--- src/rtl/dnrh_pkg.sv ---
package dnrh_pkg;

  localparam int unsigned DNRH_MAX_LABEL = 32;
  localparam int unsigned DNRH_CFG_IDX_W = 2;
  localparam int unsigned DNRH_CFG_DATA_W = 16;

  localparam logic [7:0] DOT_CHAR = 8'h2E;
  localparam logic [7:0] CLASS_HI = 8'h80;
  localparam logic [7:0] CLASS_LO = 8'h01;

  typedef enum logic [DNRH_CFG_IDX_W-1:0] {
    CFG_RECORD_TYPE = 2'd0,
    CFG_TTL_VALUE   = 2'd1,
    CFG_DATA_LENGTH = 2'd2
  } cfg_idx_e;

  typedef enum logic [3:0] {
    HDR_TERM     = 4'd0,
    HDR_TYPE_HI  = 4'd1,
    HDR_TYPE_LO  = 4'd2,
    HDR_CLASS_HI = 4'd3,
    HDR_CLASS_LO = 4'd4,
    HDR_TTL_3    = 4'd5,
    HDR_TTL_2    = 4'd6,
    HDR_TTL_1    = 4'd7,
    HDR_TTL_0    = 4'd8,
    HDR_DLEN_HI  = 4'd9,
    HDR_DLEN_LO  = 4'd10
  } hdr_pos_e;

  typedef enum logic [1:0] {
    ST_IDLE,
    ST_LEN,
    ST_DATA,
    ST_HDR
  } state_e;

  typedef enum logic [1:0] {
    SEL_LEN,
    SEL_DATA,
    SEL_HDR
  } out_sel_e;

  typedef struct packed {
    logic     accept;
    logic     out_load;
    out_sel_e out_sel;
    logic     last_of_run;
    logic     record_done;
    logic     label_clr;
  } dnrh_cmd_t;

  typedef struct packed {
    logic is_dot;
    logic in_end;
    logic count_zero;
    logic end_q;
    logic data_last;
    logic hdr_last;
    logic out_free;
  } dnrh_status_t;

endpackage

--- src/rtl/dns_name_record_header_encoder_unit.sv ---
// A plain name character is taken and gives no output.
// A dot closing an n-byte label: n+1 output bytes, one per cycle after accept while the output is not stalled.
// End of name adds the label flush plus 11 header bytes, one per cycle while the output is not stalled.
// Output stalls hold the sequencer; input is held until the last byte of the run is loaded.
// Reset (async, active low) clears label count, flags and state, and loads
// the register defaults; the label buffer RAM is not cleared.
module dns_name_record_header_encoder_unit
  import dnrh_pkg::*;
#(
  parameter int unsigned MaxLabel = DNRH_MAX_LABEL
) (
  input  logic                       clk_i,
  input  logic                       rst_ni,
  input  logic                       cfg_valid_i,
  output logic                       cfg_ready_o,
  input  logic [DNRH_CFG_IDX_W-1:0]  cfg_index_i,
  input  logic [DNRH_CFG_DATA_W-1:0] cfg_data_i,
  input  logic                       in_valid_i,
  output logic                       in_ready_o,
  input  logic [7:0]                 name_char_i,
  input  logic                       name_end_i,
  output logic                       out_valid_o,
  input  logic                       out_ready_i,
  output logic [7:0]                 out_byte_o,
  output logic                       last_of_run_o,
  output logic                       record_done_o,
  output logic                       label_overflow_o
);

  dnrh_cmd_t    cmd;
  dnrh_status_t status;

  assign cfg_ready_o = 1'b1;

  dnrh_ctrl u_ctrl (
    .clk_i      (clk_i),
    .rst_ni     (rst_ni),
    .in_valid_i (in_valid_i),
    .in_ready_o (in_ready_o),
    .status_i   (status),
    .cmd_o      (cmd)
  );

  dnrh_datapath #(
    .MaxLabel (MaxLabel)
  ) u_datapath (
    .clk_i            (clk_i),
    .rst_ni           (rst_ni),
    .name_char_i      (name_char_i),
    .name_end_i       (name_end_i),
    .cfg_valid_i      (cfg_valid_i),
    .cfg_index_i      (cfg_index_i),
    .cfg_data_i       (cfg_data_i),
    .out_ready_i      (out_ready_i),
    .out_valid_o      (out_valid_o),
    .out_byte_o       (out_byte_o),
    .last_of_run_o    (last_of_run_o),
    .record_done_o    (record_done_o),
    .label_overflow_o (label_overflow_o),
    .cmd_i            (cmd),
    .status_o         (status)
  );

endmodule

--- src/rtl/dnrh_ctrl.sv ---
module dnrh_ctrl
  import dnrh_pkg::*;
(
  input  logic         clk_i,
  input  logic         rst_ni,
  input  logic         in_valid_i,
  output logic         in_ready_o,
  input  dnrh_status_t status_i,
  output dnrh_cmd_t    cmd_o
);

  state_e state_q, state_d;

  always_ff @(posedge clk_i or negedge rst_ni) begin
    if (!rst_ni) begin
      state_q <= ST_IDLE;
    end else begin
      state_q <= state_d;
    end
  end

  always_comb begin
    state_d            = state_q;
    in_ready_o         = 1'b0;
    cmd_o              = '0;
    cmd_o.out_sel      = SEL_LEN;
    unique case (state_q)
      ST_IDLE: begin
        in_ready_o   = 1'b1;
        cmd_o.accept = in_valid_i;
        if (in_valid_i) begin
          if (status_i.is_dot) begin
            if (!status_i.count_zero) begin
              state_d = ST_LEN;
            end else if (status_i.in_end) begin
              state_d = ST_HDR;
            end
          end else if (status_i.in_end) begin
            state_d = ST_LEN;
          end
        end
      end
      ST_LEN: begin
        if (status_i.out_free) begin
          cmd_o.out_load = 1'b1;
          cmd_o.out_sel  = SEL_LEN;
          state_d        = ST_DATA;
        end
      end
      ST_DATA: begin
        if (status_i.out_free) begin
          cmd_o.out_load = 1'b1;
          cmd_o.out_sel  = SEL_DATA;
          if (status_i.data_last) begin
            cmd_o.label_clr   = 1'b1;
            cmd_o.last_of_run = !status_i.end_q;
            state_d           = status_i.end_q ? ST_HDR : ST_IDLE;
          end
        end
      end
      ST_HDR: begin
        if (status_i.out_free) begin
          cmd_o.out_load = 1'b1;
          cmd_o.out_sel  = SEL_HDR;
          if (status_i.hdr_last) begin
            cmd_o.last_of_run = 1'b1;
            cmd_o.record_done = 1'b1;
            state_d           = ST_IDLE;
          end
        end
      end
      default: begin
        state_d = ST_IDLE;
      end
    endcase
  end

endmodule

--- src/rtl/dnrh_datapath.sv ---
module dnrh_datapath
  import dnrh_pkg::*;
#(
  parameter int unsigned MaxLabel = DNRH_MAX_LABEL
) (
  input  logic                       clk_i,
  input  logic                       rst_ni,
  input  logic [7:0]                 name_char_i,
  input  logic                       name_end_i,
  input  logic                       cfg_valid_i,
  input  logic [DNRH_CFG_IDX_W-1:0]  cfg_index_i,
  input  logic [DNRH_CFG_DATA_W-1:0] cfg_data_i,
  input  logic                       out_ready_i,
  output logic                       out_valid_o,
  output logic [7:0]                 out_byte_o,
  output logic                       last_of_run_o,
  output logic                       record_done_o,
  output logic                       label_overflow_o,
  input  dnrh_cmd_t                  cmd_i,
  output dnrh_status_t               status_o
);

  localparam int unsigned CntW  = $clog2(MaxLabel + 1);
  localparam int unsigned AddrW = (MaxLabel > 1) ? $clog2(MaxLabel) : 1;

  logic [7:0]      label_mem [MaxLabel];
  logic [7:0]      rdata_q;
  logic [CntW-1:0] count_q, idx_q;
  logic [CntW-1:0] idx_inc;
  logic            ovf_q, end_q;
  logic [3:0]      hdr_idx_q;
  logic [7:0]      record_type_q;
  logic [15:0]     ttl_value_q, data_length_q;

  logic            out_valid_q;
  logic [7:0]      out_byte_q, out_byte_d;
  logic            last_q, done_q, out_ovf_q, out_ovf_d;

  logic            is_dot, has_room, mem_we, mem_re;
  logic [AddrW-1:0] rd_addr;

  assign is_dot   = (name_char_i == DOT_CHAR);
  assign has_room = (count_q < CntW'(MaxLabel));
  assign idx_inc  = idx_q + CntW'(1);
  assign mem_we   = cmd_i.accept && !is_dot && has_room;
  assign mem_re   = cmd_i.out_load &&
                    ((cmd_i.out_sel == SEL_LEN) ||
                     ((cmd_i.out_sel == SEL_DATA) && !status_o.data_last));
  assign rd_addr  = (cmd_i.out_sel == SEL_LEN) ? '0 : idx_inc[AddrW-1:0];

  always_comb begin
    status_o.is_dot     = is_dot;
    status_o.in_end     = name_end_i;
    status_o.count_zero = (count_q == '0);
    status_o.end_q      = end_q;
    status_o.data_last  = (idx_inc == count_q);
    status_o.hdr_last   = (hdr_idx_q == HDR_DLEN_LO);
    status_o.out_free   = !out_valid_q || out_ready_i;
  end

  always_ff @(posedge clk_i) begin
    if (mem_we) begin
      label_mem[count_q[AddrW-1:0]] <= name_char_i;
    end
    if (mem_re) begin
      rdata_q <= label_mem[rd_addr];
    end
  end

  always_ff @(posedge clk_i or negedge rst_ni) begin
    if (!rst_ni) begin
      count_q       <= '0;
      ovf_q         <= 1'b0;
      end_q         <= 1'b0;
      idx_q         <= '0;
      hdr_idx_q     <= '0;
      record_type_q <= 8'd1;
      ttl_value_q   <= 16'd120;
      data_length_q <= 16'd0;
      out_valid_q   <= 1'b0;
    end else begin
      if (cfg_valid_i) begin
        unique case (cfg_index_i)
          CFG_RECORD_TYPE: record_type_q <= cfg_data_i[7:0];
          CFG_TTL_VALUE:   ttl_value_q   <= cfg_data_i;
          CFG_DATA_LENGTH: data_length_q <= cfg_data_i;
          default: ;
        endcase
      end
      if (cmd_i.accept) begin
        end_q     <= name_end_i;
        hdr_idx_q <= '0;
        if (!is_dot) begin
          if (has_room) begin
            count_q <= count_q + CntW'(1);
          end else begin
            ovf_q <= 1'b1;
          end
        end
      end
      if (cmd_i.out_load) begin
        unique case (cmd_i.out_sel)
          SEL_LEN:  idx_q     <= '0;
          SEL_DATA: idx_q     <= idx_inc;
          SEL_HDR:  hdr_idx_q <= hdr_idx_q + 4'd1;
          default: ;
        endcase
      end
      if (cmd_i.label_clr) begin
        count_q <= '0;
        ovf_q   <= 1'b0;
      end
      if (cmd_i.out_load) begin
        out_valid_q <= 1'b1;
      end else if (out_ready_i) begin
        out_valid_q <= 1'b0;
      end
    end
  end

  always_comb begin
    out_byte_d = 8'h00;
    out_ovf_d  = 1'b0;
    unique case (cmd_i.out_sel)
      SEL_LEN: begin
        out_byte_d = 8'(count_q);
        out_ovf_d  = ovf_q;
      end
      SEL_DATA: begin
        out_byte_d = rdata_q;
        out_ovf_d  = ovf_q;
      end
      SEL_HDR: begin
        unique case (hdr_pos_e'(hdr_idx_q))
          HDR_TYPE_LO:  out_byte_d = record_type_q;
          HDR_CLASS_HI: out_byte_d = CLASS_HI;
          HDR_CLASS_LO: out_byte_d = CLASS_LO;
          HDR_TTL_1:    out_byte_d = ttl_value_q[15:8];
          HDR_TTL_0:    out_byte_d = ttl_value_q[7:0];
          HDR_DLEN_HI:  out_byte_d = data_length_q[15:8];
          HDR_DLEN_LO:  out_byte_d = data_length_q[7:0];
          default:      out_byte_d = 8'h00;
        endcase
      end
      default: ;
    endcase
  end

  always_ff @(posedge clk_i) begin
    if (cmd_i.out_load) begin
      out_byte_q <= out_byte_d;
      last_q     <= cmd_i.last_of_run;
      done_q     <= cmd_i.record_done;
      out_ovf_q  <= out_ovf_d;
    end
  end

  assign out_valid_o      = out_valid_q;
  assign out_byte_o       = out_byte_q;
  assign last_of_run_o    = last_q;
  assign record_done_o    = done_q;
  assign label_overflow_o = out_ovf_q;

endmodule
--- config.mk ---
export PLATFORM = sky130hd
export DESIGN_NAME = dns_name_record_header_encoder_unit
export DESIGN_NICKNAME = d
export VERILOG_FILES = /design/src/rtl/dnrh_pkg.sv /design/src/rtl/dns_name_record_header_encoder_unit.sv /design/src/rtl/dnrh_ctrl.sv /design/src/rtl/dnrh_datapath.sv
export SDC_FILE = /design/constraint.sdc
export NUM_CORES = 1
export LEC_CHECK = 0
export BUFFER_PORTS_ARGS = -buffer_cell sky130_fd_sc_hd__buf_2
export CELL_PAD_IN_SITES_DETAIL_PLACEMENT = 0
export CELL_PAD_IN_SITES_GLOBAL_PLACEMENT = 1
export CORE_UTILIZATION = 55
export CTS_CLUSTER_SIZE = 28
export DETAILED_ROUTE_END_ITERATION = 10
export PLACE_DENSITY_LB_ADDON = 0.1
export SLEW_MARGIN = 0
export SYNTH_ARGS = -nofsm -noshare
export SYNTH_HDL_FRONTEND = slang
export SYNTH_SLANG_ARGS = --single-unit
--- constraint.sdc ---
create_clock -name clk_i -period 7.8 [get_ports clk_i]
set_input_delay 1.56 -clock clk_i [delete_from_list [all_inputs] [get_ports clk_i]]
set_output_delay 1.56 -clock clk_i [all_outputs]
set_load 0.03 [all_outputs]
Yosys cells after proc, flatten, opt, wreduce, memory -nomap -nowiden
Memory sizes are Yosys's and may differ from the RTL's. A register that Yosys moved wholly into a read port is not among the register bits.
Cells that the tools add are included.
{ "classes": {"add_sub_neg": 3, "magnitude_cmp": 1, "n_eq_ne": 26, "mux": 43, "n_reduce_logical": 27} }
{ "ops": {"columns": ["op", "n"], "rows": [
  ["8-bit case mux with 7 select lines", 1],
  ["2-bit two-way mux", 12],
  ["6-bit two-way mux", 4],
  ["8-bit case mux with 3 select lines", 1],
  ["4-bit two-way mux", 4],
  ["1-bit two-way mux", 14],
  ["2-bit != test (second input constant)", 7],
  ["6-bit by 1-bit adder with 6-bit output (second input constant)", 2],
  ["4-bit == test (second input constant)", 3],
  ["6-bit case mux with 2 select lines", 1],
  ["5-bit two-way mux", 2],
  ["2-bit AND reduction", 5],
  ["3-bit case mux with 3 select lines", 1],
  ["2-bit == test (second input constant)", 4],
  ["4-bit by 2-bit == test with 1-bit output (second input constant)", 2],
  ["4-bit by 3-bit == test with 1-bit output (second input constant)", 2],
  ["8-bit by 6-bit == test with 1-bit output (second input constant)", 1],
  ["2-bit case mux with 4 select lines", 1],
  ["8-bit AND reduction", 1],
  ["2-bit nonzero test", 4],
  ["2-bit by 1-bit == test with 1-bit output (second input constant)", 3],
  ["6-bit == test", 1],
  ["2-bit logical NOT", 3],
  ["6-bit logical NOT", 1],
  ["other kinds (12)", 20]
]} }
{ "totals": {"reg_bits": 72, "ramBits": 256, "inputBits": 32, "out_inout_bits": 14, "word_cells": 115, "n_memories": 1} }
{ "memory_table": {"columns": ["name", "depth", "word_bits", "read_ports", "rd_clocked_by_memory_dff", "write_ports", "line", "source"], "rows": [
  ["u_datapath.label_mem", 32, 8, 1, 1, 1, "dnrh_datapath.sv:26", "logic [7:0] label_mem [MaxLabel];"]
]} }

Longest topological paths before layout
{ "logic_depth": {"word_depth": 9, "mapped_depth": 10, "mapped_depth_nobuf": 8} }

Modules after synthesis
Synthesis repeated with hierarchy kept, for this count alone.
{ "hier_totals": {"hier_cells": 982, "area_unflattened_um2": 14318.7} }
{ "by_module_without_submodules": {"columns": ["mod", "instances", "cells_each", "area_per_inst_um2", "seq_area_each_um2"], "rows": [
  ["dnrh_datapath", 1, 954, 14086.0, 9740.6],
  ["dnrh_ctrl", 1, 26, 221.5, 50.0],
  ["dns_name_record_header_encoder_unit", 1, 2, 11.3, 0.0]
]} }

Least setup slack after synthesis
Ideal clock, no wire load.
{ "synth_path": {"path_kind": "input -> register", "startpoint": "input port in_valid_i", "endpoint": "memory u_datapath.label_mem[29][0] (enable)", "setup_ps": 370, "t_arrival_ps": 3135, "required_time_ps": 7430, "setup_slack_ps": 4295, "cell_stages": 5, "n_path_buf": 1, "cell_sequence": "or3b_1 > buf_2 > a311oi_4 > nand2_1 > nor2_1"} }
{ "synth_via": {"elab_chain_cells": 5} }
{ "synth_rtl": {"columns": ["item", "line", "source"], "rows": [
  ["from (decl)", "dns_name_record_header_encoder_unit.sv:18", "input logic in_valid_i,"],
  ["1-bit two-way mux", "dnrh_ctrl.sv:27", "unique case (state_q)"],
  ["1-bit logical AND (2 in series)", "dnrh_datapath.sv:45", "assign mem_we = cmd_i.accept && !is_dot && has_room;"],
  ["1-bit two-way mux", "dnrh_datapath.sv:62", "if (mem_we) begin"],
  ["1-bit two-way mux (not written as such)", "dnrh_datapath.sv:63", "label_mem[count_q[AddrW-1:0]] <= name_char_i;"],
  ["to (decl)", "dnrh_datapath.sv:26", null]
]} }
No other way between the ends.

Worst setup path after layout
{ "layout_path": {"startpoint": "input port out_ready_i", "endpoint": "register u_datapath.rdata_q[5] (read register of u_datapath.label_mem) (data pin)"} }
{ "layout_via": {"elab_chain_cells": 7, "word_cells_on_any_way": 11, "cone_classes": "eq/ne: 1; mux: 5; reduce/logical: 5"} }
{ "layout_rtl": {"columns": ["item", "line", "source"], "rows": [
  ["from (decl)", "dns_name_record_header_encoder_unit.sv:23", "input logic out_ready_i,"],
  ["1-bit logical OR (*)", "dnrh_datapath.sv:58", "status_o.out_free = !out_valid_q || out_ready_i;"],
  ["4-bit two-way mux or 5-bit two-way mux (tied branches)", "dnrh_ctrl.sv:51, dnrh_ctrl.sv:62", null],
  ["3-bit case mux with 3 select lines (*)", "dnrh_ctrl.sv:27", null],
  ["2-bit by 1-bit == test with 1-bit output", "dnrh_datapath.sv:48", "((cmd_i.out_sel == SEL_DATA) && !status_o.data_last));"],
  ["1-bit logical AND", "dnrh_datapath.sv:48", null],
  ["1-bit logical OR", "dnrh_datapath.sv:47", "((cmd_i.out_sel == SEL_LEN) ||"],
  ["1-bit logical AND", "dnrh_datapath.sv:46", "assign mem_re = cmd_i.out_load &&"],
  ["to (decl)", "dnrh_datapath.sv:27", "logic [7:0] rdata_q;"]
]} }
Every way passes the cells marked *; elsewhere a longest branch is shown, timed or not.
A chain may end at the register's enable or synchronous reset.

==> results.yml <==
synthesis:
  synth_cell_type_count: 66
  syn_nets: 1022
  synth_edf_count: 275
  synthMuxAreaShare: 0.0738
  yosys.cell_count.top_type: "edfxtp_1"
  synth_top_area_share: 0.584
  yosys_warnings: 0
  yosysTopAreaCell: "edfxtp_1"
  ys_top_cells_by_count: "275 x edfxtp_1, 76 x nor2_1, 64 x nand2_1"
  yosys.area_share.xor_xnor: 0.0122
  synthTopCellsByArea: "edfxtp_1 58%, dfrtp_1 9.9%, mux2_2 4.6%"
  ys_seq_elements: 336
  netlist_area_um2: 14100
  synthCells: 981
  synth_fa_ha_area_frac: 0.00797
  ys_async_sr_fraction: 0.182
  yosysSeqAreaShare: 0.693
  synth_area_per_cell_um2: 14.4
  synth_top_family_by_area: "compound AO/OA/AOI/OAI gates"
  synth_flop_cell: "edfxtp_1"
  yosys.area_share.simple: 0.0815
  synth-compound-area-share: 0.110
drt:
  vias: 8698
  routedWlPerCell_um: 25.5
  drt_iter0_drc: 927
  viasPerCell: 6.32
  drt_wl_total_um: 35100
  route.detailed.drc: 0
  first_pass_iters: 5
  ant_nets: 0
critical_path:
  crit_type: "input port to flop"
  crit_arrival_ps: 4360
  crit_chain: "buf_2 -> nand2b_1 -> nand2_2 -> buf_4 -> mux4_2 -> o22ai_1 -> o22ai_1 -> a211o_1"
  worst_path_max_delay_cell: "buf_4"
  cp-start-kind: "input port"
  critPathCaptureType: "flop"
  path_max_fanout: 45
  cp.required_ps: 8080
  cp_slowest_stage_delay_ps: 600
  path_common_cell: "o22ai_1"
  r2r_cells: 8
sta:
  finalSetupViolCount: 0
  min_period_ps: 4080
  skew_ps: 21.2
  max_freq_mhz: 245
  period_share: 0.523
  slew_violations: 0
  hold_viol: 0
  slew_headroom: 0.269
  tightest_slew_ps: 1090
  rsz0062_at_grt: "no"
  timing.setup.tns_ps: 0
power:
  p_total_mw: 5.99
  p_int_mw: 3.82
  comb_power_share: 0.349
  p_per_area_nw_per_um2: 380
  power_switching_mw: 2.17
  p_sw_frac: 0.363
  p_leak_nw: 5.46
  p_clk_frac: 0.278
  ir_drop_mv: 0.353
  p_seq_frac: 0.373
flow_run:
  drv_cap: 0
die:
  start_util: 0.561
  dieArea_um2: 26300
  die_h_um: 162
  rows: 58
  boundaryPins: 46
  core_um2: 25200
  die_x_um: 162
global_route:
  grt_overflow_total: 0
  grt_antenna_before_repair: 0
  grt_use_total: 0.275
  grt_max_degree: 62
  grt_pass1_vias: 8675
  grt_pass1_wl_um: 53300
cells_and_area:
  layout-drive-gt1-share: 0.200
  fillCellCount: 1902
  syn_to_final_growth_pct: 11.7
  nNetsFinal: 1059
clock_tree:
  cts_buffers: 36
  cts.sinks: 336
  postCtsSetupBuffers: 0
  clkTransAtPathRegs_ps: 60
  max-clock-path-buffers: 3
  cts_tree: "yes"
  insertion_delay_ps: 520
  cts_root_buf: "clkbuf_16"
  ctsHoldBuffers: 0
  cts_resized: 0
  h-tree-depth: 2
run_status:
  status: "completed"
placed_design:
  place_congestion: 0.894
  dp.final_hpwl_um: 21900
  port_buffers: 44
min_path:
  hold_depth: 2
  hp-class: "flop to flop"
stage by stage:
stage	std cells	util	area, µm²	setup WS (ps)	hold slack (ps)
floorplan	981	-	14100	4290	455
global placement	1310	0.581	14600	3230	472
detailed placement	1310	0.581	14600	3190	490
CTS	1375	0.627	15800	3720	504
global route	1375	0.627	15800	3490	524
finish	1376	0.627	15800	3720	504
worst max-delay path, delay by kind of cell:
kind | cells | cell delay [ps]
multiplexers | 1 | 590
AND/OR/NAND/NOR | 2 | 1000
buffers and inverters | 2 | 700
AO/OA/AOI/OAI | 3 | 480
sequential cells by signal, summed over array words and instances, names as in the netlist:
signal                       cells
u_datapath.last_of_run_o         1
u_datapath.label_overflow_o      1
u_datapath.out_valid_o           1
u_datapath.end_q                 1
u_datapath.out_byte_o            8
u_ctrl.state_q                   2
u_datapath.data_length_q        16
u_datapath.label_mem           256
u_datapath.rdata_q               8
u_datapath.record_done_o         1
u_datapath.hdr_idx_q             4
u_datapath.ttl_value_q          16
u_datapath.ovf_q                 1
u_datapath.count_q               6
u_datapath.record_type_q         8
u_datapath.idx_q                 6
power groups by stage:
| stage | clock (mW) | combinational (mW) | sequential [mW] |
|---|---|---|---|
| finish | 1.67 | 2.09 | 2.24 |
| global route | 1.76 | 2.25 | 2.25 |
| CTS | 1.69 | 2.08 | 2.23 |
| detailed placement | 0 | 2.07 | 2.27 |
| global placement | 0 | 2.07 | 2.27 |
| floorplan | 0 | 1.44 | 2.23 |
per-layer routing:
layer	share of wire	track usage
met4	0.028	0.0862
met1	0.43	0.396
met3	0.086	0.0546
met5	0	0
met2	0.46	0.425
cell families after synthesis:
| kind of cell | Yosys count |
|---|---|
| compound gates | 221 |
| xor+xnor | 18 |
| fa+ha+maj | 9 |
| buf+inv | 70 |
| flops | 336 |
| mux | 87 |
| other cells | 1 |
| simple gates | 239 |
path summary, 6_finish.rpt:
path,startpoint,end,slack [ps]
setup / recovery,out_ready_i,u_datapath.rdata_q[5],3720
hold / removal,u_datapath.ovf_q,u_datapath.ovf_q,500
setup reg to reg,u_datapath.idx_q[1],u_datapath.rdata_q[3],4060
hold reg to reg,u_datapath.ovf_q,u_datapath.ovf_q,500
max in group asynchronous,rst_ni,u_datapath.count_q[4],6050
min in group asynchronous,rst_ni,u_datapath.out_valid_o,1190
cell type report:
| type | instances | area, µm² | area share |
|---|---|---|---|
| multi-input combinational | 575 | 4060 | 0.257 |
| sequential | 336 | 9790 | 0.620 |
| clock inverter | 19 | 163 | 0.0103 |
| clock buffer | 46 | 990 | 0.0627 |
| inverter | 10 | 37.5 | 0.00238 |
| tap | 330 | 413 | 0.0262 |
| timing repair buffer | 59 | 333 | 0.0211 |
| antenna | 1 | 2.50 | 0.000159 |
cell usage in the layout, fill, tap and decap left out, types with 10 or more instances in the layout:
cell,instances
nand3_1,20
buf_4,15
nor3_1,10
mux2i_1,21
nor2_1,76
a21oi_1,34
dfrtp_1,56
o21ai_0,50
nand2b_1,10
o22ai_1,18
a211oi_1,11
edfxtp_1,275
buf_2,44
clkbuf_16,37
a22oi_1,14
and3_1,11
inv_1,10
o221ai_1,25
nand2_1,64
xnor2_1,10
mux2_2,58
o221a_2,11
Note: power is estimated with default switching activity, not from simulation.
